## src/hw/rtl/ash64_pkg.sv

```systemverilog
// Shared types and constants of the streaming ARX hash block.
package ash64_pkg;

  localparam int LEN_MAX_BITS = 48;
  localparam int Q_DEPTH      = 2;

  localparam logic [63:0] K_GOLD = 64'h9E3779B97F4A7C15;
  localparam logic [63:0] K_MIX1 = 64'h85EBCA77C2B2AE3D;
  localparam logic [63:0] K_MIX2 = 64'hBF58476D1CE4E5B9;
  localparam logic [63:0] K_MIX3 = 64'h94D049BB133111EB;

  localparam logic [1:0] LANE_A = 2'd0;
  localparam logic [1:0] LANE_B = 2'd1;
  localparam logic [1:0] LANE_C = 2'd2;
  localparam logic [1:0] LANE_D = 2'd3;

  typedef struct packed {
    logic [63:0]             word;
    logic [63:0]             seed;
    logic [LEN_MAX_BITS-1:0] length;
    logic [1:0]              lane;
    logic                    absorb;
    logic                    first;
    logic                    last;
    logic                    mismatch;
  } cmd_t;

  typedef struct packed {
    logic        start;
    logic [63:0] a;
    logic [63:0] b;
  } mul_req_t;

  typedef struct packed {
    logic        done;
    logic [63:0] result;
  } mul_rsp_t;

  typedef struct packed {
    logic idle;
    logic mul_wait;
  } back_sts_t;

endpackage

```

## src/hw/rtl/ash64_fifo.sv

```systemverilog
// Short command queue between the classifying front and the hashing back.
module ash64_fifo (
  input  logic              clk,
  input  logic              rst_n,
  input  logic              push,
  input  ash64_pkg::cmd_t   din,
  output logic              full,
  input  logic              pop,
  output ash64_pkg::cmd_t   dout,
  output logic              empty
);
  import ash64_pkg::*;

  localparam int PTR_W = (Q_DEPTH > 1) ? $clog2(Q_DEPTH) : 1;
  localparam int CNT_W = $clog2(Q_DEPTH + 1);

  cmd_t             mem_r [Q_DEPTH];
  logic [PTR_W-1:0] wr_ptr_r, wr_ptr_nxt;
  logic [PTR_W-1:0] rd_ptr_r, rd_ptr_nxt;
  logic [CNT_W-1:0] cnt_r, cnt_nxt;
  logic             do_push, do_pop;

  assign full    = (cnt_r == CNT_W'(Q_DEPTH));
  assign empty   = (cnt_r == '0);
  assign do_push = push && !full;
  assign do_pop  = pop && !empty;
  assign dout    = mem_r[rd_ptr_r];

  always_comb begin
    wr_ptr_nxt = wr_ptr_r;
    rd_ptr_nxt = rd_ptr_r;
    cnt_nxt    = cnt_r;
    if (do_push) begin
      wr_ptr_nxt = (wr_ptr_r == PTR_W'(Q_DEPTH - 1)) ? '0 : wr_ptr_r + 1'b1;
    end
    if (do_pop) begin
      rd_ptr_nxt = (rd_ptr_r == PTR_W'(Q_DEPTH - 1)) ? '0 : rd_ptr_r + 1'b1;
    end
    if (do_push && !do_pop) begin
      cnt_nxt = cnt_r + 1'b1;
    end else if (do_pop && !do_push) begin
      cnt_nxt = cnt_r - 1'b1;
    end
  end

  always_ff @(posedge clk) begin
    if (!rst_n) begin
      wr_ptr_r <= '0;
      rd_ptr_r <= '0;
      cnt_r    <= '0;
    end else begin
      wr_ptr_r <= wr_ptr_nxt;
      rd_ptr_r <= rd_ptr_nxt;
      cnt_r    <= cnt_nxt;
    end
    if (do_push) begin
      mem_r[wr_ptr_r] <= din;
    end
  end

endmodule

```

## config.mk

```make
export PLATFORM = sky130hd
export DESIGN_NAME = ash64_fifo
export DESIGN_NICKNAME = d
export VERILOG_FILES = /design/src/hw/rtl/ash64_pkg.sv /design/src/hw/rtl/ash64_fifo.sv
export SDC_FILE = /design/constraint.sdc
export NUM_CORES = 1
export LEC_CHECK = 0
export ABC_AREA = 0
export BUFFER_PORTS_ARGS = -buffer_cell sky130_fd_sc_hd__buf_2
export CELL_PAD_IN_SITES_DETAIL_PLACEMENT = 0
export CELL_PAD_IN_SITES_GLOBAL_PLACEMENT = 1
export CORE_MARGIN = 4
export CORE_UTILIZATION = 40
export DETAILED_ROUTE_END_ITERATION = 10
export HOLD_SLACK_MARGIN = 0.03
export PLACE_DENSITY = 0.79
export SLEW_MARGIN = 20
export SYNTH_ARGS = -nofsm -noshare
export SYNTH_HDL_FRONTEND = slang
export SYNTH_SLANG_ARGS = --single-unit
```

## constraint.sdc

```tcl
create_clock -name clk -period 10.9 [get_ports clk]
set_input_delay 3.27 -clock clk [delete_from_list [all_inputs] [get_ports clk]]
set_output_delay 3.27 -clock clk [all_outputs]
set_load 0.02 [all_outputs]
```

==> run summary <==
Status = completed
Post-synth top cells = edfxtp_1 (364), mux2_1 (100), mux2_2 (82)
End of the critical path = dout[84]
Inst Count DP = 1389
Mux contribution to synthesized area = 15.30%
R2R cell count = 5
CTS max path bufs = 3
Clock skew = 0.01450 ns
Layout net count = 1174
Via-per-instance ratio = 4.695
# setup viols final = 0
Post-cts resize count = 0
Post-synth EDFFs = 364
Minimum clock period = 5.962 ns
Post-route setup TNS = 0 ns
Initial core utilization = 40.85%
Yosys cell types = 23
Fraction of registers with async set/reset = 0%
Synthesized area = 13390 µm²
Placement row count = 66
Area of the multi-input gates = 2187 µm²
DRT Wirelength = 27280 µm
Rel. slew slack = 30.05%
Vias in the first global route = 7318
Post-Syn Nets = 778
Tot GR Track Use = 14.33%
Syn. warnings = 0
Port Buffers = 369
Cts bufs inserted = 38
Grt ovf = 0
FF-to-FF End = mem_r[0][112]$_DFFE_PP_
H-tree depth = 2
RSZ-0062 raised after global routing = no
Count leader, synth = edfxtp_1
ANT nets after route = 0
Maximum vdd drop = 0.0001610 V
Worst-margin pin slew = 1.049 ns
FILL cells = 2677
Final Hold Vio Count = 0
Power per cell area = 244.3 nW/µm²
Worst Setup Start Kind = flop
Final Util = 51.41%
CTS tree = done
Post-synthesis compound-gate area fraction = 0.2429%
Synth Area in Adders = 0.09343%
First-pass GRT wire length = 40610 µm
Post-Synthesis Cells = 591
GP Congestion = 0.7512
1st-pass router iterations = 6
Hold WC Path Type = reg2reg
Clock Pin Slew Worst Setup and Hold Paths = 0.06 ns
Via Count = 6836
Synth Area in Simple Gates = 0.4111%
Total core area = 32780 µm²
Req. time, crit path = 7.63 ns
Drt wl/cell = 18.74 µm
Die ar. = 36470 µm²
Crit Path Category = reg2out
Hold buffers post-CTS = 0
Clk_lat worst skew = 0.51 ns
Max_cap viols = 0
Largest net degree at the start of global routing = 80
Die width = 191.0 µm
Primary FF master, synth = edfxtp_1
FF-to-FF setup slack = 7.90 ns
Leakage power total = 6.244 nW
Largest family of logic cells by synthesized area = multiplexers
Max Slew Vio Count = 0
Nature of the critical path endpoint = primary output
Yosys reg bits = 369
# IOs = 370
Post-route cell area = 16850 µm²
DRC violations left = 0
Register area = 11030 µm²
Finished Layout Cells = 1456
Layout area overhead = 25.85%
Max Fanout on Critical Path = 77
DRT iter0 DRCs = 297
Setup bufs post-CTS = 0
RR Startpoint = cnt_r[0]$_SDFFE_PN0P_
Post-DP Area = 15680 µm²
Period utilisation layout = 54.70%
Sequential fraction of the synthesis area = 82.37%
Synth Area per Inst = 22.66 µm²
Top post-synthesis cells by area = edfxtp_1 (82%), mux2_1 (8.4%), mux2_2 (6.9%)
Post-route total power = 4.118 mW
Overall die height = 191.0 µm
Fin Hold WS = 0.5266 ns
Max Fclk = 0.1677 GHz
WP data arrival = 2.69 ns
Yosys top cell by area = edfxtp_1
Post-Synth XOR/XNOR Area = 0.1962%
CTS Sinks = 369
Share of cells above drive strength 1 = 50.20%
Root buf cell = clkbuf_16
Initial antenna violation count = 9
DP HPWL = 18260 µm
Synth top area share = 81.62%
Pre-CTS setup slack = 5.031 ns
Post-route setup slack = 4.938 ns
-- area by class of cell --
| class | count | share of cell area, % |
|---|---|---|
| multi-input cells | 200 | 12.98 |
| well taps | 442 | 3.281 |
| diodes | 2 | 0.02970 |
| inverters | 2 | 0.04454 |
| clock inverters | 16 | 0.8909 |
| clock buffers | 49 | 6.013 |
| flip-flops and latches | 369 | 65.47 |
| repair buffers | 376 | 11.29 |
-- per-layer routing --
layer  part of all wire, %  up-vias  track usage [%]
met5                  0.31        -                0
li1                      -     3143                -
met4                   2.6       12            4.309
met2                    48      280            24.00
met1                    38     3343            16.98
met3                    11       58            6.045
-- worst min-delay path by stage --
stage                       endpoint                  start  depth (start not counted)  slack [ns]
2_1_floorplan  cnt_r[1]$_SDFFE_PN0P_  cnt_r[1]$_SDFFE_PN0P_                          2        0.48
3_3_place_gp   cnt_r[1]$_SDFFE_PN0P_  cnt_r[1]$_SDFFE_PN0P_                          2        0.50
3_5_place_dp   cnt_r[1]$_SDFFE_PN0P_  cnt_r[1]$_SDFFE_PN0P_                          2        0.51
4_1_cts        cnt_r[1]$_SDFFE_PN0P_  cnt_r[1]$_SDFFE_PN0P_                          2        0.52
5_1_grt        cnt_r[1]$_SDFFE_PN0P_  cnt_r[1]$_SDFFE_PN0P_                          2        0.55
6_report       cnt_r[1]$_SDFFE_PN0P_  cnt_r[1]$_SDFFE_PN0P_                          2        0.53
-- power by group --
part	total, mW	switching [mW]	internal (mW)
Clock	1.22	0.495	0.724
Sequential	1.84	0.0536	1.78
Combinational	1.06	0.677	0.384
-- worst max-delay path: stages (launching register included) --
cell and delay, ns:
dfxtp_4 0.64, buf_4 0.85, mux2_2 0.43, buf_2 0.16
-- layout by cell type (no fill, tap or decap), types with 2 or more instances in the layout --
master,instances
xnor2_1,2
bufinv_16,3
clkbuf_16,39
nor2_1,2
and2_1,3
dfxtp_1,4
edfxtp_1,364
buf_2,369
clkbuf_1,10
clkinv_1,9
clkinv_2,2
buf_4,6
diode_2,2
mux2_1,100
mux2_2,82
-- logic make-up (layout without fill, tap and decap cells) --
logic type / count (synthesis) / after routing
mux: 182 / 182
compound gates: 5 / 5
fa+ha+maj: 1 / 1
xor+xnor: 3 / 3
flops: 369 / 369
buf+inv: 22 / 443
simple gates: 9 / 9
other cells: 0 / 2
-- registers in the layout (all words and copies together), names as in the netlist, named ones only --
signal and cells:
rd_ptr_r 1, wr_ptr_r 1, cnt_r 2, mem_r 364
No activity file was read; power rests on OpenSTA's default activity.
