`config.mk`:
```
export PLATFORM = sky130hd
export DESIGN_NAME = ash64_mul
export DESIGN_NICKNAME = d
export VERILOG_FILES = /design/src/hw/rtl/ash64_pkg.sv /design/src/hw/rtl/ash64_mul.sv
export SDC_FILE = /design/constraint.sdc
export NUM_CORES = 2
export LEC_CHECK = 0
export ABC_AREA = 0
export BUFFER_PORTS_ARGS = -buffer_cell sky130_fd_sc_hd__buf_4
export CORE_ASPECT_RATIO = 1.75
export CORE_MARGIN = 2
export CORE_UTILIZATION = 67
export CTS_BUF_LIST = sky130_fd_sc_hd__clkbuf_4
export CTS_CLUSTER_SIZE = 28
export DETAILED_ROUTE_END_ITERATION = 16
export GPL_TIMING_DRIVEN = 0
export PLACE_DENSITY = 0.87
export SKIP_LAST_GASP = 1
export SLEW_MARGIN = 30
export SYNTH_ARGS = -nofsm -noshare
export SYNTH_HDL_FRONTEND = slang
export SYNTH_SLANG_ARGS = --single-unit
```
`constraint.sdc`:
```
create_clock -name clk -period 28.8 [get_ports clk]
set_clock_uncertainty 0.05 [all_clocks]
set_input_delay 7.2 -clock clk [delete_from_list [all_inputs] [get_ports clk]]
set_output_delay 7.2 -clock clk [all_outputs]
set_load 0.03 [all_outputs]
```
`src/hw/rtl/ash64_pkg.sv`:
```
// Shared types and constants of the streaming ARX hash block.
package ash64_pkg;

  localparam int LEN_MAX_BITS = 48;
  localparam int Q_DEPTH      = 2;

  localparam logic [63:0] K_GOLD = 64'h9E3779B97F4A7C15;
  localparam logic [63:0] K_MIX1 = 64'h85EBCA77C2B2AE3D;
  localparam logic [63:0] K_MIX2 = 64'hBF58476D1CE4E5B9;
  localparam logic [63:0] K_MIX3 = 64'h94D049BB133111EB;

  localparam logic [1:0] LANE_A = 2'd0;
  localparam logic [1:0] LANE_B = 2'd1;
  localparam logic [1:0] LANE_C = 2'd2;
  localparam logic [1:0] LANE_D = 2'd3;

  typedef struct packed {
    logic [63:0]             word;
    logic [63:0]             seed;
    logic [LEN_MAX_BITS-1:0] length;
    logic [1:0]              lane;
    logic                    absorb;
    logic                    first;
    logic                    last;
    logic                    mismatch;
  } cmd_t;

  typedef struct packed {
    logic        start;
    logic [63:0] a;
    logic [63:0] b;
  } mul_req_t;

  typedef struct packed {
    logic        done;
    logic [63:0] result;
  } mul_rsp_t;

  typedef struct packed {
    logic idle;
    logic mul_wait;
  } back_sts_t;

endpackage

```
`src/hw/rtl/ash64_mul.sv`:
```
// Multi-cycle 64 x 64 multiplier keeping the low 64 bits, one 32 x 32 product a cycle.
module ash64_mul (
  input  logic                clk,
  input  logic                rst_n,
  input  ash64_pkg::mul_req_t req,
  output ash64_pkg::mul_rsp_t rsp
);
  import ash64_pkg::*;

  logic [63:0] a_r, a_nxt;
  logic [63:0] b_r, b_nxt;
  logic [63:0] acc_r, acc_nxt;
  logic [1:0]  step_r, step_nxt;
  logic        done_r, done_nxt;
  logic [31:0] op_x, op_y;
  logic [63:0] prod;

  always_comb begin
    op_x = (step_r == 2'd3) ? a_r[63:32] : a_r[31:0];
    op_y = (step_r == 2'd2) ? b_r[63:32] : b_r[31:0];
    prod = 64'(op_x) * 64'(op_y);
  end

  always_comb begin
    a_nxt    = a_r;
    b_nxt    = b_r;
    acc_nxt  = acc_r;
    step_nxt = step_r;
    done_nxt = 1'b0;
    case (step_r)
      2'd0: begin
        if (req.start) begin
          a_nxt    = req.a;
          b_nxt    = req.b;
          step_nxt = 2'd1;
        end
      end
      2'd1: begin
        acc_nxt  = prod;
        step_nxt = 2'd2;
      end
      2'd2: begin
        acc_nxt  = acc_r + {prod[31:0], 32'd0};
        step_nxt = 2'd3;
      end
      default: begin
        acc_nxt  = acc_r + {prod[31:0], 32'd0};
        step_nxt = 2'd0;
        done_nxt = 1'b1;
      end
    endcase
  end

  always_ff @(posedge clk) begin
    if (!rst_n) begin
      step_r <= 2'd0;
      done_r <= 1'b0;
    end else begin
      step_r <= step_nxt;
      done_r <= done_nxt;
    end
    a_r   <= a_nxt;
    b_r   <= b_nxt;
    acc_r <= acc_nxt;
  end

  assign rsp.done   = done_r;
  assign rsp.result = acc_r;

endmodule

```
==> qor.yml <==
cells_and_area:
  stdcell_area_mm2: 0.04431
  final_cell_mix: "897 x fa_1, 880 x inv_1, 727 x nand2_1, 400 x nor2_1, 299 x ha_1"
  final_nets: 5842
  multiInputGateArea_mm2: 0.03137
  n_fill_cell: 4612
  seq_area_mm2: 0.005826
  drive_gt1_share_pct: 8.460
  final_common_cell: "fa_1"
  area_delta_synth_final_pct: 7.678
routing:
  routed_via_density: 6.429
  ant_nets: 0
  drt_iter0_drc: 3555
  dr.pass1.iters: 7
  post_drt_wl_per_cell_um: 29.80
  drc: 0
  vias: 34311
  routed_wirelength_um: 159000
placed_design:
  finalWeightedCongestion: 1.082
  place.port_buffers: 195
  placed_area_mm2: 0.04385
  dp_hpwl_um: 129100
setup_path:
  r2r.worst_path.cells: 37
  r2r_slack_ns: 15.93
  cpMostUsedCell: "fa_1"
  crit_path_max_incr_delay_ns: 0.86
  path_buf_inv: 7
  critPathRequiredTime_ns: 29.23
  crit_type: "reg -> reg"
  cp-end-kind: "flip-flop"
  start_kind: "flip-flop"
  cp_max_fo: 10
  reg2reg_to: "acc_r[63]$_DFFE_PN_"
  cp_top_family: "adder cells"
  crit_slowest_cell: "mux2_2"
  crit-reg2reg-launch: "step_r[0]$_SDFFE_PN0P_"
  arrival_ns: 13.30
worst_hold_path:
  min_from: "step_r[0]$_SDFFE_PN0P_"
  hold_path_depth: 2
  min_to: "step_r[0]$_SDFFE_PN0P_"
  hp-class: "reg -> reg"
die:
  fp.coreArea_mm2: 0.06096
  die-area_mm2: 0.06349
  start_util_pct: 67.50
  num_io_pins: 196
  die_w_um: 191.3
  die_h_um: 331.8
  rows: 120
synth:
  async_flop_share_pct: 0
  seq_area_frac_synth_pct: 14.16
  yosysWarnings: 0
  syn-instance-count: 4295
  syn-num-nets: 5623
  ys_types: 76
  postSynthAreaPerCell_um2: 9.580
  synth_edf_count: 192
  ys_seq_elements: 195
  synthFlopType: "edfxtp_1"
  syn_area_mm2: 0.04115
timing:
  worst_slew_pin_slew_ns: 1.252
  drv_slew: 0
  slew_headroom_pct: 14.15
  setup-violations-final: 0
  timing.fmax_mhz: 77.71
  tns_ns: 0
  rsz0062_at_grt: "no"
  final-hold-violation-count: 0
  min_period_ns: 12.87
  finalCritPeriodShare_pct: 44.68
run:
  maxCapViolCount: 0
status:
  status: "complete, no violations"
grt:
  grt_max_degree: 56
  grt_overflow: 0
  grt_usage_pct: 52.74
  grt_pass1_vias: 36753
  grt_pass1_wl_um: 232800
  antenna_found_initial: 15
clock_tree:
  cts_resized: 0
  cts.clk_slew.worst_paths_ns: 0.21
  cts_tree: "done"
  numCtsBuffers: 17
  cts_hold_buf: 0
  clk_path_buf_depth: 2
  cts.sinks: 195
  cts_max_level: 4
  post_cts_buffers: 0
  ctsRootBufferMaster: "clkbuf_4"
  clk_latency_ns: 0.78
how the worst max path moves through the flow:
stage | end | cells after the start | slack [ns] | start
after floorplan | a_r[0]$_DFFE_PP_ | 1 | 18.13 | req[128]
after global placement | acc_r[63]$_DFFE_PN_ | 37 | 14.97 | step_r[0]$_SDFFE_PN0P_
after detailed placement | acc_r[63]$_DFFE_PN_ | 39 | 16.73 | step_r[0]$_SDFFE_PN0P_
after CTS | acc_r[63]$_DFFE_PN_ | 39 | 16.64 | step_r[0]$_SDFFE_PN0P_
after global routing | acc_r[63]$_DFFE_PN_ | 37 | 15.87 | step_r[0]$_SDFFE_PN0P_
final | acc_r[63]$_DFFE_PN_ | 37 | 15.93 | step_r[0]$_SDFFE_PN0P_
cells in the mapped netlist, drive strengths merged, types with 8 or more instances:
cell	number	area [um2]
xnor2	52	455.4
o21a	8	60.06
ha	300	3754
inv	881	3307
buf	25	146.4
a211oi	11	87.58
mux2i	57	570.6
a31oi	11	68.82
o21ai	63	315.3
nor3	14	70.07
nor2b	13	81.33
nand3	14	70.07
or2	10	62.56
edfxtp	192	5766
nand2b	12	75.07
and2	54	340.3
nor2	401	1508
nand4	23	143.9
xor2	31	271.5
clkbuf	173	660.6
a21oi	90	457.9
nand2	727	2729
o21bai	19	142.6
mux2	63	709.4
a21o	54	409.2
fa	897	17960
and3	9	57.56
flip-flops by register name, indices dropped and copies added, names as in the netlist:
name    flops
b_r        64
done_r      1
step_r      2
a_r        64
acc_r      64
kinds of logic (layout without fill, tap and decap cells):
logic type,count (synthesis),in the layout,share of synthesized area (%)
buffers and inverters,1080,1312,10.08
adders and majority gates,1197,1197,52.76
other,0,17,0
DFF,195,195,14.16
xor gates and xnor gates,84,84,1.821
AOI/OAI and AO/OA,321,321,5.224
muxes,120,120,3.111
and+or+nand+nor,1298,1298,12.84
tightest hold or removal path: stages, from the launching register on:
cell     delay [ns]
dfxtp_1        0.42
nor2_1         0.14
a21oi_1        0.07
per-layer routing:
layer  up-vias  global-route usage (%)  routed length (um)
met5         -                   1.884                 138
met4        10                   53.83               22610
met3      1152                   19.09               19760
met2      2805                   79.57               71060
met1     16838                   54.76               45460
li1      13506                       -                   -
per-stage QoR:
step / hold WS, ns / cells / utilization (%) / worst slack, ns
after floorplan: 0.4682 / 4295 / - / 18.13
after global placement: 0.4876 / 5283 / 71.53 / 14.97
after detailed placement: 0.5441 / 5288 / 71.94 / 16.73
after CTS: 0.5684 / 5320 / 72.52 / 16.64
after global routing: 0.6047 / 5326 / 72.64 / 15.87
final: 0.5885 / 5337 / 72.68 / 15.93
area by class of cell:
class	instances	area share, %
antenna	17	0.09602
buffer	199	1.954
clock buffer	17	0.2880
inverter	881	7.464
tap	793	2.239
sequential	195	13.15
multi-input combinational	3020	70.80
clock inverter	15	0.5140
timing repair buffer	200	3.496
Power is not shown: default switching activity piles up to over one toggle a cycle in this logic, so the estimate is an artifact.
