===== config.mk =====
export PLATFORM = sky130hd
export DESIGN_NAME = ash64_back
export DESIGN_NICKNAME = d
export VERILOG_FILES = /design/src/hw/rtl/ash64_pkg.sv /design/src/hw/rtl/ash64_back.sv
export SDC_FILE = /design/constraint.sdc
export NUM_CORES = 2
export LEC_CHECK = 0
export BUFFER_PORTS_ARGS = -buffer_cell sky130_fd_sc_hd__buf_2
export CAP_MARGIN = 20
export CORE_ASPECT_RATIO = 1.1
export CORE_MARGIN = 1.5
export CORE_UTILIZATION = 23
export DETAILED_ROUTE_END_ITERATION = 12
export SLEW_MARGIN = 20
export SYNTH_ARGS = -nofsm -noshare
export SYNTH_HDL_FRONTEND = slang
export SYNTH_SLANG_ARGS = --single-unit

===== constraint.sdc =====
create_clock -name clk -period 66 [get_ports clk]
set_input_delay 9.9 -clock clk [delete_from_list [all_inputs] [get_ports clk]]
set_output_delay 9.9 -clock clk [all_outputs]
set_load 0.05 [all_outputs]

===== src/hw/rtl/ash64_pkg.sv =====
// Shared types and constants of the streaming ARX hash block.
package ash64_pkg;

  localparam int LEN_MAX_BITS = 48;
  localparam int Q_DEPTH      = 2;

  localparam logic [63:0] K_GOLD = 64'h9E3779B97F4A7C15;
  localparam logic [63:0] K_MIX1 = 64'h85EBCA77C2B2AE3D;
  localparam logic [63:0] K_MIX2 = 64'hBF58476D1CE4E5B9;
  localparam logic [63:0] K_MIX3 = 64'h94D049BB133111EB;

  localparam logic [1:0] LANE_A = 2'd0;
  localparam logic [1:0] LANE_B = 2'd1;
  localparam logic [1:0] LANE_C = 2'd2;
  localparam logic [1:0] LANE_D = 2'd3;

  typedef struct packed {
    logic [63:0]             word;
    logic [63:0]             seed;
    logic [LEN_MAX_BITS-1:0] length;
    logic [1:0]              lane;
    logic                    absorb;
    logic                    first;
    logic                    last;
    logic                    mismatch;
  } cmd_t;

  typedef struct packed {
    logic        start;
    logic [63:0] a;
    logic [63:0] b;
  } mul_req_t;

  typedef struct packed {
    logic        done;
    logic [63:0] result;
  } mul_rsp_t;

  typedef struct packed {
    logic idle;
    logic mul_wait;
  } back_sts_t;

endpackage


===== src/hw/rtl/ash64_back.sv =====
// Back end: lane seeding, word absorption, finalisation and the result register.
module ash64_back (
  input  logic                 clk,
  input  logic                 rst_n,
  input  logic                 q_empty,
  input  ash64_pkg::cmd_t      q_head,
  output logic                 q_pop,
  output ash64_pkg::mul_req_t  mul_req,
  input  ash64_pkg::mul_rsp_t  mul_rsp,
  output ash64_pkg::back_sts_t sts,
  output logic                 out_valid,
  input  logic                 out_ready,
  output logic [63:0]          out_hash,
  output logic                 out_mismatch
);
  import ash64_pkg::*;

  localparam logic [2:0] S_IDLE   = 3'd0;
  localparam logic [2:0] S_BASE   = 3'd1;
  localparam logic [2:0] S_LANE   = 3'd2;
  localparam logic [2:0] S_ABSORB = 3'd3;
  localparam logic [2:0] S_FOLD   = 3'd4;
  localparam logic [2:0] S_FIN    = 3'd5;
  localparam logic [2:0] S_OUT    = 3'd6;

  function automatic logic [63:0] rotl(input logic [63:0] v, input int r);
    rotl = (v << r) | (v >> (64 - r));
  endfunction

  logic [2:0]  state_r, state_nxt;
  logic [1:0]  k_r, k_nxt;
  cmd_t        cmd_r, cmd_nxt;
  logic [63:0] base_r, base_nxt;
  logic [63:0] x_r, x_nxt;
  logic [63:0] a_r, a_nxt, b_r, b_nxt, c_r, c_nxt, d_r, d_nxt;
  logic        ov_r, ov_nxt;
  logic [63:0] oh_r, oh_nxt;
  logic        om_r, om_nxt;
  logic [63:0] lane_k, fin_k, fold, y;

  always_comb begin
    case (k_r)
      2'd0:    lane_k = K_MIX1;
      2'd1:    lane_k = K_MIX2;
      default: lane_k = K_MIX3;
    endcase
    case (k_r)
      2'd0:    fin_k = K_MIX2;
      default: fin_k = K_GOLD;
    endcase
    case (k_r)
      2'd0:    y = mul_rsp.result ^ (mul_rsp.result >> 31);
      2'd1:    y = mul_rsp.result ^ (mul_rsp.result >> 37);
      default: y = mul_rsp.result ^ (mul_rsp.result >> 41);
    endcase
    fold = a_r ^ b_r ^ c_r ^ d_r;
  end

  always_comb begin
    state_nxt   = state_r;
    k_nxt       = k_r;
    cmd_nxt     = cmd_r;
    base_nxt    = base_r;
    x_nxt       = x_r;
    a_nxt       = a_r;
    b_nxt       = b_r;
    c_nxt       = c_r;
    d_nxt       = d_r;
    oh_nxt      = oh_r;
    om_nxt      = om_r;
    ov_nxt      = ov_r && !out_ready;
    q_pop       = 1'b0;
    mul_req     = '0;
    case (state_r)
      S_IDLE: begin
        if (!q_empty) begin
          q_pop   = 1'b1;
          cmd_nxt = q_head;
          if (q_head.first) begin
            mul_req.start = 1'b1;
            mul_req.a     = 64'(q_head.length);
            mul_req.b     = K_GOLD;
            state_nxt     = S_BASE;
          end else begin
            state_nxt = S_ABSORB;
          end
        end
      end
      S_BASE: begin
        if (mul_rsp.done) begin
          base_nxt      = cmd_r.seed ^ mul_rsp.result;
          mul_req.start = 1'b1;
          mul_req.a     = base_nxt;
          mul_req.b     = K_GOLD;
          k_nxt         = 2'd0;
          state_nxt     = S_LANE;
        end
      end
      S_LANE: begin
        if (mul_rsp.done) begin
          case (k_r)
            LANE_A:  a_nxt = mul_rsp.result;
            LANE_B:  b_nxt = mul_rsp.result;
            LANE_C:  c_nxt = mul_rsp.result;
            default: d_nxt = mul_rsp.result;
          endcase
          if (k_r == LANE_D) begin
            state_nxt = S_ABSORB;
          end else begin
            mul_req.start = 1'b1;
            mul_req.a     = base_r;
            mul_req.b     = lane_k;
            k_nxt         = k_r + 2'd1;
          end
        end
      end
      S_ABSORB: begin
        if (cmd_r.absorb) begin
          case (cmd_r.lane)
            LANE_A:  a_nxt = rotl((a_r ^ cmd_r.word) + b_r, 11);
            LANE_B:  b_nxt = rotl((b_r ^ cmd_r.word) + c_r, 17);
            LANE_C:  c_nxt = rotl((c_r ^ cmd_r.word) + d_r, 23);
            default: d_nxt = rotl((d_r ^ cmd_r.word) + a_r, 57);
          endcase
        end
        state_nxt = cmd_r.last ? S_FOLD : S_IDLE;
      end
      S_FOLD: begin
        mul_req.start = 1'b1;
        mul_req.a     = fold ^ (fold >> 29);
        mul_req.b     = K_MIX1;
        k_nxt         = 2'd0;
        state_nxt     = S_FIN;
      end
      S_FIN: begin
        if (mul_rsp.done) begin
          if (k_r == 2'd2) begin
            x_nxt     = y;
            state_nxt = S_OUT;
          end else begin
            mul_req.start = 1'b1;
            mul_req.a     = y;
            mul_req.b     = fin_k;
            k_nxt         = k_r + 2'd1;
          end
        end
      end
      S_OUT: begin
        if (!ov_r || out_ready) begin
          ov_nxt    = 1'b1;
          oh_nxt    = x_r;
          om_nxt    = cmd_r.mismatch;
          state_nxt = S_IDLE;
        end
      end
      default: begin
        state_nxt = S_IDLE;
      end
    endcase
  end

  always_ff @(posedge clk) begin
    if (!rst_n) begin
      state_r <= S_IDLE;
      k_r     <= 2'd0;
      ov_r    <= 1'b0;
      a_r     <= '0;
      b_r     <= '0;
      c_r     <= '0;
      d_r     <= '0;
    end else begin
      state_r <= state_nxt;
      k_r     <= k_nxt;
      ov_r    <= ov_nxt;
      a_r     <= a_nxt;
      b_r     <= b_nxt;
      c_r     <= c_nxt;
      d_r     <= d_nxt;
    end
    cmd_r  <= cmd_nxt;
    base_r <= base_nxt;
    x_r    <= x_nxt;
    oh_r   <= oh_nxt;
    om_r   <= om_nxt;
  end

  assign sts.idle     = (state_r == S_IDLE);
  assign sts.mul_wait = (state_r == S_BASE) || (state_r == S_LANE) || (state_r == S_FIN);
  assign out_valid    = ov_r;
  assign out_hash     = oh_r;
  assign out_mismatch = om_r;

endmodule


==> metrics.txt <==
clk_skew=about 0.037 ns; Mapped Cells=5064; synthesized area per cell=between 8 and 9 sq um; PortBufs=about 450; CTS tree=done; Hold Path Class=reg -> reg; hold buffers post-CTS=0; Worst Path Max Fanout=75; async set or reset register ratio after synthesis=0%; slowest stage delay, CP=approximately 0.8 ns; final worst slack=about 43 ns; Initial Util=a little under a quarter; max-cap violations=0; CP Data Required Time=roughly 56 ns; worst-margin pin slew=1.22 ns; crit end category=primary output; pre-CTS worst setup slack=around 43 ns; Total GRT Usage=~25%; setup TNS=0 ns; slowest cell on the critical path=buf_4; Slew Viols, Final=0; row cnt=168; maximum vdd ir drop=between 0.02 and 0.025 mV; CP startpoint=mul_rsp[64]; TritonCTS Buffers=between 70 and 80; reg2reg start=cmd_r[118]$_DFFE_PP_; Die Y-Extent=between 400 and 500 um; ratio of cells with drive above 1 in the final layout=12.9%; post-route antenna net violation count=0; final wirelength=251000 um; NumNets Final=between 5000 and 6000; clock power share=between 10% and 20%; Fmax=~44 MHz; # IOs=~450; Power Dens Cells=50.7 nW/um^2; CTS sink cnt=588; Mapped Area=44000 sq um; via/cell ratio=~5.5; post-layout utilization of the core=26.7%; RePlAce Congestion=~1.0; initial DRC count=5258; NetSw=roughly 1.4 mW; Period minus WS final=22.77 ns; Crit Path Class=in -> out; Netlist cell types=90; status=finished clean; die area=194000 sq um; Die W=approximately 420 um; Tcrit/Tclk final=around a third; clock transition at the registers of the reported paths=around 0.060 ns; RSZ-0062 raised after global routing=false; initial antenna violation count=33; R2R cell count=13; deepest clock path buffer count=3; area grow syn2layout=15.6%; grt ovf=0; Setup violations, final=0; Core ar.=190000 sq um; Comb pwr share=60.9%; vias in the first global route=41000; Vias=approximately 43000; Arr. time, crit path=approximately 13 ns; Yosys Warn Count=0; internal power=1.13 mW; Seq/Total Area, Yosys=34.2%; hold path start=x_r[0]$_DFFE_PP_; Worst slew margin=18.4%; Root Driver=clkbuf_16; clk_lat worst skew=about 0.73 ns; hold path depth=0; Fin Hold WS=0.412 ns; final hold violation count=0; syn_nets=between 5000 and 6000; detailed-router iteration count before antenna repair=6; Startpoint Class=input pin; global-route wire length before repair=338000 um; H-tree depth=3; Levels on crit path=9; CP top delay family=buffers and inverters; largest net degree at the start of global routing=between 150 and 200; number of synthesized flops with an enable pin=about 330; Leak Pwr=21.0 nW; sw frac=between 50% and 60%; DRC viols=0; setup bufs post-CTS=0; Buf/Inv on CP=5; worst-path cell chain=buf_2, nand3_1, buf_4, inv_4, buf_4, nand2_1, o21ai_0, a221o_1, buf_2; Main synth FF type=edfxtp_1; placed cells=a little under 8000; Post-CTS Resized=0; Sequential Power Share=22.6%; Cell Count, Final, Fillers Out=between 7000 and 8000; hpwl dp=approximately 200000 um; routed len/inst=31.9 um; synthesis-stage register bit count=a little under 600
## sequential cells by signal (all words and copies together) (netlist names)
name and count:
b_r 64, c_r 64, base_r 64, out_hash 64, a_r 64, d_r 64, x_r 64, cmd_r 133
k_r 2, out_valid 1, out_mismatch 1, state_r 3
## cells in the mapped netlist (53+ instances only)
cell type	number	area share, %
xor2_1	517	10
o21ai_0	403	4.6
clkbuf_1	273	2.3
a31oi_1	188	2.7
o211ai_1	79	1.3
ha_1	273	7.8
a21oi_1	429	4.9
nor3_1	57	0.65
dfxtp_1	262	12
edfxtp_1	326	22
a21o_1	130	2.2
buf_4	53	0.90
nand4_1	85	1.2
nand3_1	87	0.99
nand2_1	623	5.3
xnor2_1	327	6.5
o21bai_1	63	1.1
inv_1	80	0.68
nor2_1	216	1.8
## layout by cell type, fill, tap and decap left out, types with 26 or more instances in the layout
cell,Yosys,final
nand4_1,85,85
a222oi_1,33,33
o21bai_1,63,63
buf_2,16,446
ha_1,273,273
clkbuf_16,0,71
edfxtp_1,326,326
a21o_1,130,130
dfxtp_1,262,262
or3_1,33,33
xor2_1,517,517
nor2_1,216,209
a211oi_1,29,28
o21ai_0,403,402
a221o_1,26,26
o221ai_1,29,29
o21ai_1,25,26
inv_1,80,79
a21oi_1,429,429
and3_1,31,31
a31oi_1,188,188
o211ai_1,79,79
nand3_1,87,87
o21a_1,28,28
xnor2_1,327,321
nand2_1,623,622
buf_4,53,52
nor3_1,57,54
## routing by layer
layer	share of wire, %	GRT usage (%)	vias to the layer above
li1	-	-	18800
met1	38	29.3	21200
met2	44	39.6	2562
met3	9.0	5.49	572
met4	8.8	19.2	22
met5	0.056	0	-
## final timing paths
| check | endpoint | slack (ns) |
|---|---|---|
| max | mul_req[121] | 43.23 |
| min | out_hash[0]$_DFFE_PP_ | 0.41 |
| max reg2reg | b_r[5]$_SDFFE_PN0P_ | 60.40 |
| min reg2reg | out_hash[0]$_DFFE_PP_ | 0.41 |
## layout make-up
class	count	area (sq um)
diodes	11	27.5
clock buffers	91	1940
inverters	80	303
repair buffers	501	2670
multi-input cells	4028	27200
flip-flops and latches	588	15000
well taps	2550	3190
fillers	20600	139000
clock inverters	40	469
## per-stage QoR
step | area (sq um) | power (mW)
after floorplan | 44000 | 1.49
after global placement | 48400 | 2.11
after detailed placement | 48400 | 2.11
after CTS | 50800 | 2.54
after global routing | 50800 | 2.65
final | 50800 | 2.57
## power by group through the flow
stage          registers [mW]  logic, mW  clock network, mW
3_5_place_dp            0.584       1.52                  0
3_3_place_gp            0.584       1.52                  0
2_1_floorplan           0.539      0.952                  0
6_report                0.581       1.57              0.426
5_1_grt                 0.582       1.63              0.442
4_1_cts                 0.577       1.53              0.431
## cell families after synthesis
| logic type | count (synthesis) | share of synthesized area [%] |
|---|---|---|
| compound gates | 1643 | 23.7 |
| simple gates | 1254 | 12.8 |
| xor+xnor | 844 | 16.8 |
| flops | 588 | 34.2 |
| buf+inv | 448 | 4.32 |
| fa+ha+maj | 277 | 7.95 |
| mux | 9 | 0.211 |
| other cells | 1 | 0.00853 |
Power figures use the tool's default switching activity.
