## config.mk

```make
export PLATFORM = sky130hd
export DESIGN_NAME = ash64_front
export DESIGN_NICKNAME = d
export VERILOG_FILES = /design/src/hw/rtl/ash64_pkg.sv /design/src/hw/rtl/ash64_front.sv
export SDC_FILE = /design/constraint.sdc
export NUM_CORES = 1
export LEC_CHECK = 0
export ABC_AREA = 1
export BUFFER_PORTS_ARGS = -buffer_cell sky130_fd_sc_hd__clkbuf_2
export CAP_MARGIN = 20
export CORE_MARGIN = 5
export CORE_UTILIZATION = 39
export CTS_BUF_LIST = sky130_fd_sc_hd__clkbuf_4 sky130_fd_sc_hd__clkbuf_8 sky130_fd_sc_hd__clkbuf_16
export DETAILED_ROUTE_END_ITERATION = 6
export GPL_ROUTABILITY_DRIVEN = 0
export PLACE_DENSITY = 0.64
export SETUP_SLACK_MARGIN = 0.5
export SKIP_LAST_GASP = 1
export SYNTH_ARGS = -nofsm -noshare
export SYNTH_HDL_FRONTEND = slang
export SYNTH_SLANG_ARGS = --single-unit
```

## constraint.sdc

```tcl
create_clock -name clk -period 3.2 [get_ports clk]
set_input_delay 0.16 -clock clk [delete_from_list [all_inputs] [get_ports clk]]
set_output_delay 0.16 -clock clk [all_outputs]
set_load 0.01 [all_outputs]
```

## src/hw/rtl/ash64_pkg.sv

```systemverilog
// Shared types and constants of the streaming ARX hash block.
package ash64_pkg;

  localparam int LEN_MAX_BITS = 48;
  localparam int Q_DEPTH      = 2;

  localparam logic [63:0] K_GOLD = 64'h9E3779B97F4A7C15;
  localparam logic [63:0] K_MIX1 = 64'h85EBCA77C2B2AE3D;
  localparam logic [63:0] K_MIX2 = 64'hBF58476D1CE4E5B9;
  localparam logic [63:0] K_MIX3 = 64'h94D049BB133111EB;

  localparam logic [1:0] LANE_A = 2'd0;
  localparam logic [1:0] LANE_B = 2'd1;
  localparam logic [1:0] LANE_C = 2'd2;
  localparam logic [1:0] LANE_D = 2'd3;

  typedef struct packed {
    logic [63:0]             word;
    logic [63:0]             seed;
    logic [LEN_MAX_BITS-1:0] length;
    logic [1:0]              lane;
    logic                    absorb;
    logic                    first;
    logic                    last;
    logic                    mismatch;
  } cmd_t;

  typedef struct packed {
    logic        start;
    logic [63:0] a;
    logic [63:0] b;
  } mul_req_t;

  typedef struct packed {
    logic        done;
    logic [63:0] result;
  } mul_rsp_t;

  typedef struct packed {
    logic idle;
    logic mul_wait;
  } back_sts_t;

endpackage

```

## src/hw/rtl/ash64_front.sv

```systemverilog
// Front end: accept words, track message counters and classify each word.
module ash64_front #(
  parameter int LENGTH_BITS = 32
) (
  input  logic                   clk,
  input  logic                   rst_n,
  input  logic                   in_valid,
  input  logic                   first,
  input  logic                   last,
  input  logic [63:0]            word,
  input  logic [63:0]            seed,
  input  logic [LENGTH_BITS-1:0] length,
  input  logic                   q_full,
  output logic                   push,
  output ash64_pkg::cmd_t        cmd
);
  import ash64_pkg::*;

  localparam int COUNT_BITS = LENGTH_BITS - 2;

  logic [COUNT_BITS-1:0] cnt_r, cnt_nxt;
  logic [COUNT_BITS-1:0] exp_r, exp_nxt;
  logic [COUNT_BITS-1:0] blk_r, blk_nxt;
  logic [2:0]            rem_r, rem_nxt;

  logic [LENGTH_BITS:0]  len_sum;
  logic [COUNT_BITS-1:0] exp_new, blk_new;
  logic [COUNT_BITS-1:0] cnt_cur, exp_cur, blk_cur;
  logic [2:0]            rem_cur;
  logic [COUNT_BITS:0]   idx_p1;
  logic [COUNT_BITS-1:0] want;
  logic                  absorb, tail;
  logic [63:0]           masked;

  assign push = in_valid && !q_full;

  always_comb begin
    len_sum = {1'b0, length} + (LENGTH_BITS + 1)'(7);
    exp_new = len_sum[LENGTH_BITS:3];
    blk_new = COUNT_BITS'({length[LENGTH_BITS-1:5], 2'b00});

    cnt_cur = first ? '0 : cnt_r;
    exp_cur = first ? exp_new : exp_r;
    blk_cur = first ? blk_new : blk_r;
    rem_cur = first ? length[2:0] : rem_r;

    absorb = (cnt_cur < exp_cur);
    idx_p1 = {1'b0, cnt_cur} + (COUNT_BITS + 1)'(1);
    tail   = absorb && (idx_p1 == {1'b0, exp_cur});

    // clear bytes past the message end in the tail word
    masked = word;
    for (int k = 0; k < 8; k++) begin
      if (tail && (rem_cur != 3'd0) && (3'(k) >= rem_cur)) begin
        masked[8*k +: 8] = 8'd0;
      end
    end

    cnt_nxt = (&cnt_cur) ? cnt_cur : idx_p1[COUNT_BITS-1:0];
    want    = (exp_cur == '0) ? COUNT_BITS'(1) : exp_cur;
    exp_nxt = exp_cur;
    blk_nxt = blk_cur;
    rem_nxt = rem_cur;

    cmd.word     = masked;
    cmd.seed     = seed;
    cmd.length   = LEN_MAX_BITS'(length);
    cmd.lane     = (cnt_cur < blk_cur) ? cnt_cur[1:0] : LANE_A;
    cmd.absorb   = absorb;
    cmd.first    = first;
    cmd.last     = last;
    cmd.mismatch = (cnt_nxt != want);
  end

  always_ff @(posedge clk) begin
    if (!rst_n) begin
      cnt_r <= '0;
      exp_r <= '0;
      blk_r <= '0;
      rem_r <= 3'd0;
    end else if (push) begin
      cnt_r <= cnt_nxt;
      exp_r <= exp_nxt;
      blk_r <= blk_nxt;
      rem_r <= rem_nxt;
    end
  end

endmodule

```

==> results of run 1 <==
-- per-layer routing --
layer,vias to the layer above,share of wire,global-route usage
li1,5812,-,-
met2,558,0.49,0.477
met4,0,0.060,0.150
met3,135,0.089,0.0624
met5,-,0,0
met1,5494,0.36,0.308
-- worst max path at each step --
stage	end	slack, ps	depth (start not counted)
3_5_place_dp	cmd[163]	-410	19
2_1_floorplan	cmd[134]	460	20
4_1_cts	cmd[153]	-90	21
6_report	cmd[141]	-260	20
3_3_place_gp	cmd[163]	-340	19
5_1_grt	cmd[140]	-380	22
-- worst min-delay path, stage by stage --
cell and delay [ps]:
sky130_fd_sc_hd__clkbuf_2 140, sky130_fd_sc_hd__clkinv_1 140, sky130_fd_sc_hd__nor2_1 60
-- per-stage QoR --
stage,setup slack (ps),utilization,TNS [ps],cells,cell area [um^2]
final,-262,0.561,-10660,2343,14000
after global routing,-384,0.561,-18030,2342,14000
after global placement,-343,0.482,-14780,2279,12100
after detailed placement,-415,0.482,-17940,2279,12100
after floorplan,457,-,0,1703,10100
after CTS,-85.1,0.529,-1610,2326,13300
-- cell families (layout without fill, tap and decap cells) --
family | after synthesis | in the layout
DFF | 93 | 93
and+or+nand+nor | 758 | 758
xor gates and xnor gates | 54 | 54
other | 1 | 19
adders and majority gates | 60 | 60
buffers and inverters | 447 | 754
AOI/OAI and AO/OA | 275 | 275
-- power by group through the flow --
stage	registers, uW	clock network, uW	logic (uW)
after global placement	1280	0	1160
final	1260	1150	1390
after detailed placement	1280	0	1180
after floorplan	1270	0	805
after CTS	1250	1170	1270
after global routing	1260	1200	1520
-- final cells by class --
| type | instances | area share |
|---|---|---|
| antenna | 3 | 0.000535 |
| timing repair buffer | 461 | 0.240 |
| tap | 330 | 0.0294 |
| clock inverter | 5 | 0.00410 |
| clock buffer | 11 | 0.0176 |
| sequential | 93 | 0.133 |
| inverter | 277 | 0.0746 |
| multi-input combinational | 1163 | 0.501 |
-- placed cells by master (no fill, tap or decap), types with 3 or more instances in the layout --
| master | Yosys | final |
|---|---|---|
| sky130_fd_sc_hd__a21oi_1 | 126 | 116 |
| sky130_fd_sc_hd__a21oi_2 | 0 | 9 |
| sky130_fd_sc_hd__buf_12 | 0 | 6 |
| sky130_fd_sc_hd__buf_2 | 9 | 20 |
| sky130_fd_sc_hd__buf_4 | 118 | 251 |
| sky130_fd_sc_hd__buf_6 | 3 | 40 |
| sky130_fd_sc_hd__buf_8 | 0 | 3 |
| sky130_fd_sc_hd__clkbuf_16 | 0 | 9 |
| sky130_fd_sc_hd__clkbuf_2 | 0 | 134 |
| sky130_fd_sc_hd__clkbuf_8 | 0 | 8 |
| sky130_fd_sc_hd__conb_1 | 1 | 16 |
| sky130_fd_sc_hd__dfxtp_1 | 93 | 86 |
| sky130_fd_sc_hd__dfxtp_2 | 0 | 6 |
| sky130_fd_sc_hd__diode_2 | 0 | 3 |
| sky130_fd_sc_hd__ha_1 | 60 | 49 |
| sky130_fd_sc_hd__ha_4 | 0 | 11 |
| sky130_fd_sc_hd__inv_1 | 274 | 252 |
| sky130_fd_sc_hd__inv_2 | 2 | 21 |
| sky130_fd_sc_hd__inv_4 | 0 | 3 |
| sky130_fd_sc_hd__nand2_1 | 394 | 340 |
| sky130_fd_sc_hd__nand2_2 | 0 | 36 |
| sky130_fd_sc_hd__nand2_4 | 0 | 15 |
| sky130_fd_sc_hd__nand2_8 | 0 | 3 |
| sky130_fd_sc_hd__nand3_1 | 76 | 62 |
| sky130_fd_sc_hd__nand3_2 | 1 | 8 |
| sky130_fd_sc_hd__nand3_4 | 0 | 7 |
| sky130_fd_sc_hd__nand3b_1 | 7 | 7 |
| sky130_fd_sc_hd__nand4_1 | 27 | 27 |
| sky130_fd_sc_hd__nor2_1 | 207 | 130 |
| sky130_fd_sc_hd__nor2_2 | 23 | 61 |
| sky130_fd_sc_hd__nor2_4 | 6 | 45 |
| sky130_fd_sc_hd__nor3_1 | 9 | 6 |
| sky130_fd_sc_hd__o211ai_1 | 7 | 7 |
| sky130_fd_sc_hd__o21a_1 | 10 | 10 |
| sky130_fd_sc_hd__o21ai_0 | 111 | 106 |
| sky130_fd_sc_hd__o21ai_1 | 8 | 7 |
| sky130_fd_sc_hd__o21ai_2 | 1 | 6 |
| sky130_fd_sc_hd__xnor2_1 | 15 | 13 |
| sky130_fd_sc_hd__xor2_1 | 39 | 39 |
-- registers in the layout, indices dropped and copies added, names as in the netlist --
register / cells
blk_r: 30
cnt_r: 30
exp_r: 30
rem_r: 3
-- timing repair --
item / 4_1_cts / 5_1_grt
setup buffers: 31 / 14
hold endpoints to repair: 0 / 0
resized for setup: 159 / 206
pin swaps: 48 / 51
setup endpoints to repair: 60 / 60
==> Flow_metrics.wiki, run 1 <==
{| class="wikitable"
! Metric !! Value
|-
| Count of pins on the block boundary || 349
|-
| Min-delay worst type || in2reg
|-
| Max transition margin || 0.432
|-
| Max Transition Viols Final || 0
|-
| Synth area leader || sky130_fd_sc_hd__dfxtp_1
|-
| Via density per instance || around 5.1
|-
| Vias in the first global route || 11,500
|-
| Max rail drop VDD || between 0.2 and 0.3 mV
|-
| Worst-case reg-to-reg path depth || 14
|-
| Post-Syn Area per Cell || between 5 and 6 um^2
|-
| Ratio of final minimum period to clock period || 1.08
|-
| Max stage delay on crit path || roughly 340 ps
|-
| Type of the worst setup path || in2out
|-
| Distinct cell type count after synthesis || 39
|-
| TritonCTS clock tree || built
|-
| Post-synthesis sequential area ratio || 0.188
|-
| Net switching component of the power || 1350 uW
|-
| Worst path arrival time || roughly 3300 ps
|-
| Wire length of the first global-routing pass || 61,300 um
|-
| Final count of hold timing violations || 0
|-
| Number of instances on the worst hold path || 3
|-
| Number of antenna violations at the first check in global routing || 2
|-
| Clk slew on worst S/H paths || about 70 ps
|-
| Full die area || 28,600 um^2
|-
| Maximum frequency from static timing analysis || a little under 300 MHz
|-
| Relative contribution of combinational cells to total power || 0.366
|-
| Worst Max-Slew Pin Slew || between 800 and 900 ps
|-
| DRC violation count after routing || 0
|-
| Fin worst setup slack || -262 ps
|-
| Final WL || around 42,000 um
|-
| Final-report setup violation count || 56
|-
| Tmin final || around 3500 ps
|-
| Clock Skews || around 5.8 ps
|-
| Post-synthesis adder-cell area fraction || 0.0759
|-
| TritonCTS buffer count || 9
|-
| Total area of sequential cells || approximately 1900 um^2
|-
| Dpl hpwl || 33,000 um
|-
| Internal cell power || 2450 uW
|-
| Clock Sink Count || just over 90
|-
| Number of detailed-routing iterations run before antenna repair || 5
|-
| Final Total Pwr || roughly 3800 uW
|-
| Area of the mapped netlist || between 9000 and 10,000 um^2
|-
| Startpoint kind of the worst setup timing path || primary input
|-
| Reg-to-Reg Start || cnt_r[20]
|-
| Worst min-delay path startpoint || rst_n
|-
| Filler cells || between 2,000 and 2,500
|-
| Run status || finished with violations
|-
| Largest driver fanout on the critical path || 8
|-
| Unrepaired setup endpoints after global routing || true
|-
| Relative contribution of sequential cells to total power || 0.331
|-
| Area share of the largest cell type after synthesis || 0.188
|-
| Largest net degree at the start of global routing || slightly above 80
|-
| Critical Path Start || length[6]
|-
| Routed length per placed instance || 17.8 um
|-
| Clk buf depth || 2
|-
| Core Rows || 58
|-
| Crit Reg-Reg Endpoint || cnt_r[23]
|-
| Most frequent cell after synthesis || sky130_fd_sc_hd__nand2_1
|-
| Main combinational cell family by area after synthesis || simple AND/OR/NAND/NOR gates
|-
| Share of flip-flops with an asynchronous set or reset || 0
|-
| Number of warnings reported in the yosys synthesis log || 0
|-
| EDFF count, synth || 0
|-
| Mux share of post-synthesis cell area || 0
|-
| GRT Residual Overflow || 0
|-
| Clock root buffer master || sky130_fd_sc_hd__clkbuf_16
|-
| Skew-Pair Late Insertion Delay || roughly 350 ps
|-
| Switching share of total power || 0.355
|-
| Post-route worst hold slack || about 190 ps
|-
| Post-synthesis cell count || ~1,700
|-
| Share of cells above drive strength 1 || 0.362
|-
| Routed vias || around 12,000
|-
| Starting Density || 0.395
|-
| Total of max-cap violations || 0
|-
| Cell types with the largest area share after synthesis || sky130_fd_sc_hd__dfxtp_1 (19%), sky130_fd_sc_hd__nand2_1 (15%), sky130_fd_sc_hd__inv_1 (10%)
|-
| Initial DRC Count || roughly 750
|-
| Xor/xnor cell area share of the yosys netlist || 0.0478
|-
| Core Box Area || approximately 25,000 um^2
|-
| #FFs+latches synth || 93
|-
| Depth of the CTS H-tree || 3
|-
| Cts hold-fix bufs || 0
|-
| Critical path's slowest cell || sky130_fd_sc_hd__ha_1
|-
| Top_reg_cell synth || sky130_fd_sc_hd__dfxtp_1
|-
| Post-Synth Simple-Gate Area || 0.322
|-
| Compound-cell area share of the yosys netlist || 0.148
|-
| Number of buffer and inverter instances along the worst setup path || 5
|-
| Remaining antenna violation count after routing || 0
|-
| Endpoint kind of the worst setup timing path || output pin
|-
| Worst setup slack for register-to-register paths || ~1200 ps
|-
| Net count reported at finish || ~2,200
|-
| Endpoint of the worst hold path || blk_r[2]
|-
| Crit path required time || about 3000 ps
|-
| Crit path max-delay family || simple AND/OR/NAND/NOR gates
|-
| Overall die width || 169 um
|-
| Failing checks || setup timing
|-
| Area used by multi-input combinational logic || between 7000 and 8000 um^2
|-
| Leakage Power || a little over 0.007 uW
|-
| Power per cell area || roughly 270 nW/um^2
|-
| IO buf count || between 150 and 200
|-
| Tot GR Track Use || 0.273
|-
| Fraction of power consumed by the clock network || 0.304
|-
| Ranking of synthesized cells by instance count || sky130_fd_sc_hd__nand2_1 (394), sky130_fd_sc_hd__inv_1 (274), sky130_fd_sc_hd__nor2_1 (207)
|-
| Y dimension of the die || around 170 um
|-
| Sequence of cells on the critical path || clkbuf_8, nand2_4, nor2_2, nand3_4, nor2_2, buf_6, nand4_1, nand2_2, inv_1, ha_1, nand2_2, nor2_1, a211oi_2, o2111ai_4, a21oi_4, nand4_4, buf_6, nor2_4, nor2_1, buf_2
|-
| Syn-to-layout area delta || 42.0%
|}
Power figures use the tool's default switching activity.
==> run 2: changes to the inputs <==
--- a/config.mk
+++ b/config.mk
@@ -15,7 +15,6 @@
 export GPL_ROUTABILITY_DRIVEN = 0
 export PLACE_DENSITY = 0.64
 export SETUP_SLACK_MARGIN = 0.5
-export SKIP_LAST_GASP = 1
 export SYNTH_ARGS = -nofsm -noshare
 export SYNTH_HDL_FRONTEND = slang
 export SYNTH_SLANG_ARGS = --single-unit
==> run 2 against run 1 <==
Effect of this change:
- the flow still finishes with violations (setup timing)
- largest cell class unchanged
- wire length decreased by 0.81%
- maximum frequency decreased by 0.51%
- cell count fell by 0.17%
==> Flow_metrics.wiki, run 2 (same netlist as run 1, synthesis figures left out) <==
{| class="wikitable"
! Metric !! Value
|-
| Max transition margin || 0.441 (+0.00865)
|-
| Min-delay worst type || in2reg
|-
| Post-route worst hold slack || 182 ps (-6.84 ps)
|-
| Depth of the CTS H-tree || 3 (unchanged)
|-
| Area of all placed cells without fillers || 13,800 um^2 (-1.7%)
|-
| Crit path required time || 3040 ps (about the same)
|-
| Endpoint of the worst hold path || blk_r[2]
|-
| Worst min-delay path startpoint || rst_n
|-
| Internal cell power || 2440 uW (-0.60%)
|-
| Count of pins on the block boundary || 349 (unchanged)
|-
| Clk buf depth || 2 (unchanged)
|-
| TritonCTS clock tree || built
|-
| Max rail drop VDD || 0.274 mV (about the same)
|-
| Crit path max-delay family || simple AND/OR/NAND/NOR gates
|-
| Total of max-cap violations || 0 (unchanged)
|-
| Leading registers by flop count || blk_r (30), cnt_r (30), exp_r (30)
|-
| Y dimension of the die || 169 um (unchanged)
|-
| TritonCTS buffer count || 9 (unchanged)
|-
| Failing checks || setup timing
|-
| GRT Residual Overflow || 0 (unchanged)
|-
| Clk slew on worst S/H paths || 70 ps (about the same)
|-
| Clock Sink Count || 93 (unchanged)
|-
| Routed length per placed instance || 17.7 um (-0.64%)
|-
| Tmin final || 3480 ps (+17.9 ps)
|-
| Tot GR Track Use || 0.274 (+0.000877)
|-
| Largest net degree at the start of global routing || 83 (unchanged)
|-
| Number of detailed-routing iterations run before antenna repair || 7 (+2)
|-
| Area after detailed placement || 12,100 um^2 (unchanged)
|-
| Worst Max-Slew Pin Slew || 839 ps (-13.0 ps)
|-
| Relative contribution of combinational cells to total power || 0.360 (-0.006)
|-
| Maximum frequency from static timing analysis || 287 MHz (-0.51%)
|-
| Fin worst setup slack || -280 ps (-17.9 ps)
|-
| Clock root buffer master || sky130_fd_sc_hd__clkbuf_16
|-
| Final-report setup violation count || 57 (+1.8%)
|-
| Initial DRC Count || 772 (+3.5%)
|-
| Filler cells || 2,395 (+1.4%)
|-
| Unrepaired setup endpoints after global routing || true
|-
| Worst-case reg-to-reg path depth || 14 (unchanged)
|-
| Core Rows || 58 (unchanged)
|-
| Skew-Pair Late Insertion Delay || 350 ps (about the same)
|-
| Commonest cells after routing, fill and taps aside || sky130_fd_sc_hd__nand2_1 (345), sky130_fd_sc_hd__inv_1 (252), sky130_fd_sc_hd__buf_4 (251), sky130_fd_sc_hd__nor2_1 (134), sky130_fd_sc_hd__clkbuf_2 (131)
|-
| Routed vias || 11,900 (-0.96%)
|-
| Reg-to-Reg Start || cnt_r[4]
|-
| Sequence of cells on the critical path || clkbuf_8, buf_6, inv_2, nand2_1, nor2_1, nand3_1, nand2_2, nand4_1, nand2_2, nand2_2, ha_4, nand4_1, nor4_2, inv_1, nor4_4, a21oi_4, nand4_4, buf_4, nor2_2, buf_6, nor2_4, buf_6
|-
| Run status || finished with violations
|-
| Net switching component of the power || 1330 uW (-1.3%)
|-
| Via density per instance || 5.08 (-0.79%)
|-
| Cts hold-fix bufs || 0 (unchanged)
|-
| Share of cells above drive strength 1 || 0.348 (-0.0141)
|-
| Full die area || 28,600 um^2 (unchanged)
|-
| Overall die width || 169 um (unchanged)
|-
| Starting Density || 0.395 (unchanged)
|-
| Critical path's slowest cell || sky130_fd_sc_hd__ha_4
|-
| Net count reported at finish || 2,226 (-0.22%)
|-
| DRC violation count after routing || 0 (unchanged)
|-
| Switching share of total power || 0.353 (-0.00164)
|-
| Dpl hpwl || 33,000 um (unchanged)
|-
| IO buf count || 186 (unchanged)
|-
| Number of buffer and inverter instances along the worst setup path || 7 (+2)
|-
| Most frequent standard cell in the layout excluding fill and tap cells || sky130_fd_sc_hd__nand2_1
|-
| Core Box Area || 25,000 um^2 (unchanged)
|-
| Max stage delay on crit path || 290 ps (-50 ps)
|-
| Clock Skews || 6.56 ps (+0.734 ps)
|-
| Final WL || 41,500 um (-0.81%)
|-
| Startpoint kind of the worst setup timing path || primary input
|-
| Largest driver fanout on the critical path || 8 (unchanged)
|-
| Remaining antenna violation count after routing || 0 (unchanged)
|-
| Ratio of final minimum period to clock period || 1.09 (+0.00560)
|-
| Relative contribution of sequential cells to total power || 0.333 (+0.002)
|-
| Final count of hold timing violations || 0 (unchanged)
|-
| Crit Reg-Reg Endpoint || cnt_r[25]
|-
| Number of antenna violations at the first check in global routing || 3 (+1)
|-
| Worst setup slack for register-to-register paths || 1120 ps (-30 ps)
|-
| Type of the worst setup path || in2out
|-
| Wire length of the first global-routing pass || 61,500 um (+0.26%)
|-
| Leakage Power || 0.00722 uW (-0.59%)
|-
| Power per cell area || 273 nW/um^2 (+0.86%)
|-
| Vias in the first global route || 11,500 (+0.11%)
|-
| Syn-to-layout area delta || 39.6%
|-
| Endpoint kind of the worst setup timing path || output pin
|-
| Post-Place Setup Slack || -415 ps (unchanged)
|-
| Max Transition Viols Final || 0 (unchanged)
|-
| Worst path arrival time || 3320 ps (+20 ps)
|-
| Fraction of power consumed by the clock network || 0.306 (+0.002)
|-
| Number of instances on the worst hold path || 3 (unchanged)
|}
-- run 2: cell count changes in the layout (fill, tap and decap cells not counted), moves of 3 or more --
cell | before | now
sky130_fd_sc_hd__buf_6 | 40 | 36
sky130_fd_sc_hd__nand2_2 | 36 | 32
sky130_fd_sc_hd__nor2_4 | 45 | 41
sky130_fd_sc_hd__nor2_1 | 130 | 134
sky130_fd_sc_hd__nand2_1 | 340 | 345
sky130_fd_sc_hd__clkbuf_2 | 134 | 131
sky130_fd_sc_hd__ha_1 | 49 | 54
sky130_fd_sc_hd__nand3_1 | 62 | 66
sky130_fd_sc_hd__ha_4 | 11 | 6
-- run 2: metrics by stage --
step	power, uW	std cells	utilization	TNS [ps]
floorplan	2080	1703	-	0
global placement	2440	2279	0.482	-14780
detailed placement	2460	2279	0.482	-17940
CTS	3700	2326	0.530	-1570
global route	3960	2338	0.551	-20640
finish	3770	2339	0.551	-12030
-- run 2: metal layers --
layer	track usage	vias up	wire length, um
met5	0	-	0
met4	0.148	0	2470
met3	0.0627	131	3510
met2	0.480	527	20100
met1	0.309	5426	15400
li1	-	5800	-
-- run 2: power groups by stage --
stage / Combinational (uW) / Clock (uW) / Sequential [uW]
2_1_floorplan: 805 / 0 / 1270
3_3_place_gp: 1160 / 0 / 1280
3_5_place_dp: 1180 / 0 / 1280
4_1_cts: 1280 / 1170 / 1250
5_1_grt: 1490 / 1210 / 1260
6_report: 1360 / 1150 / 1260
-- run 2: worst min-delay path: stages --
cell and delay [ps]:
sky130_fd_sc_hd__clkbuf_2 130, sky130_fd_sc_hd__clkinv_1 140, sky130_fd_sc_hd__nor2_1 60
-- run 2: layout make-up --
class / count / area, um^2 / share of cell area
antenna: 4 / 10.0 / 0.000725
clock buffer: 11 / 246 / 0.0179
clock inverter: 5 / 57.6 / 0.00417
inverter: 277 / 1040 / 0.0757
multi-input combinational: 1163 / 6850 / 0.496
sequential: 93 / 1870 / 0.136
tap: 330 / 413 / 0.0299
timing repair buffer: 456 / 3320 / 0.240
-- run 2: repair_timing --
action,in CTS,in global routing
setup buffers,31,9
pin swaps,49,42
hold endpoints to repair,0,0
resized for setup,165,163
endpoints found under the setup margin,60,60
-- run 2: worst max-delay path by stage --
stage | cells past startpoint | to | slack (ps) | start
after floorplan | 20 | cmd[134] | 460 | first
after global placement | 19 | cmd[163] | -340 | first
after detailed placement | 19 | cmd[163] | -410 | first
final | 22 | cmd[164] | -280 | length[2]
after CTS | 21 | cmd[153] | -90 | length[14]
after global routing | 22 | cmd[161] | -440 | length[2]
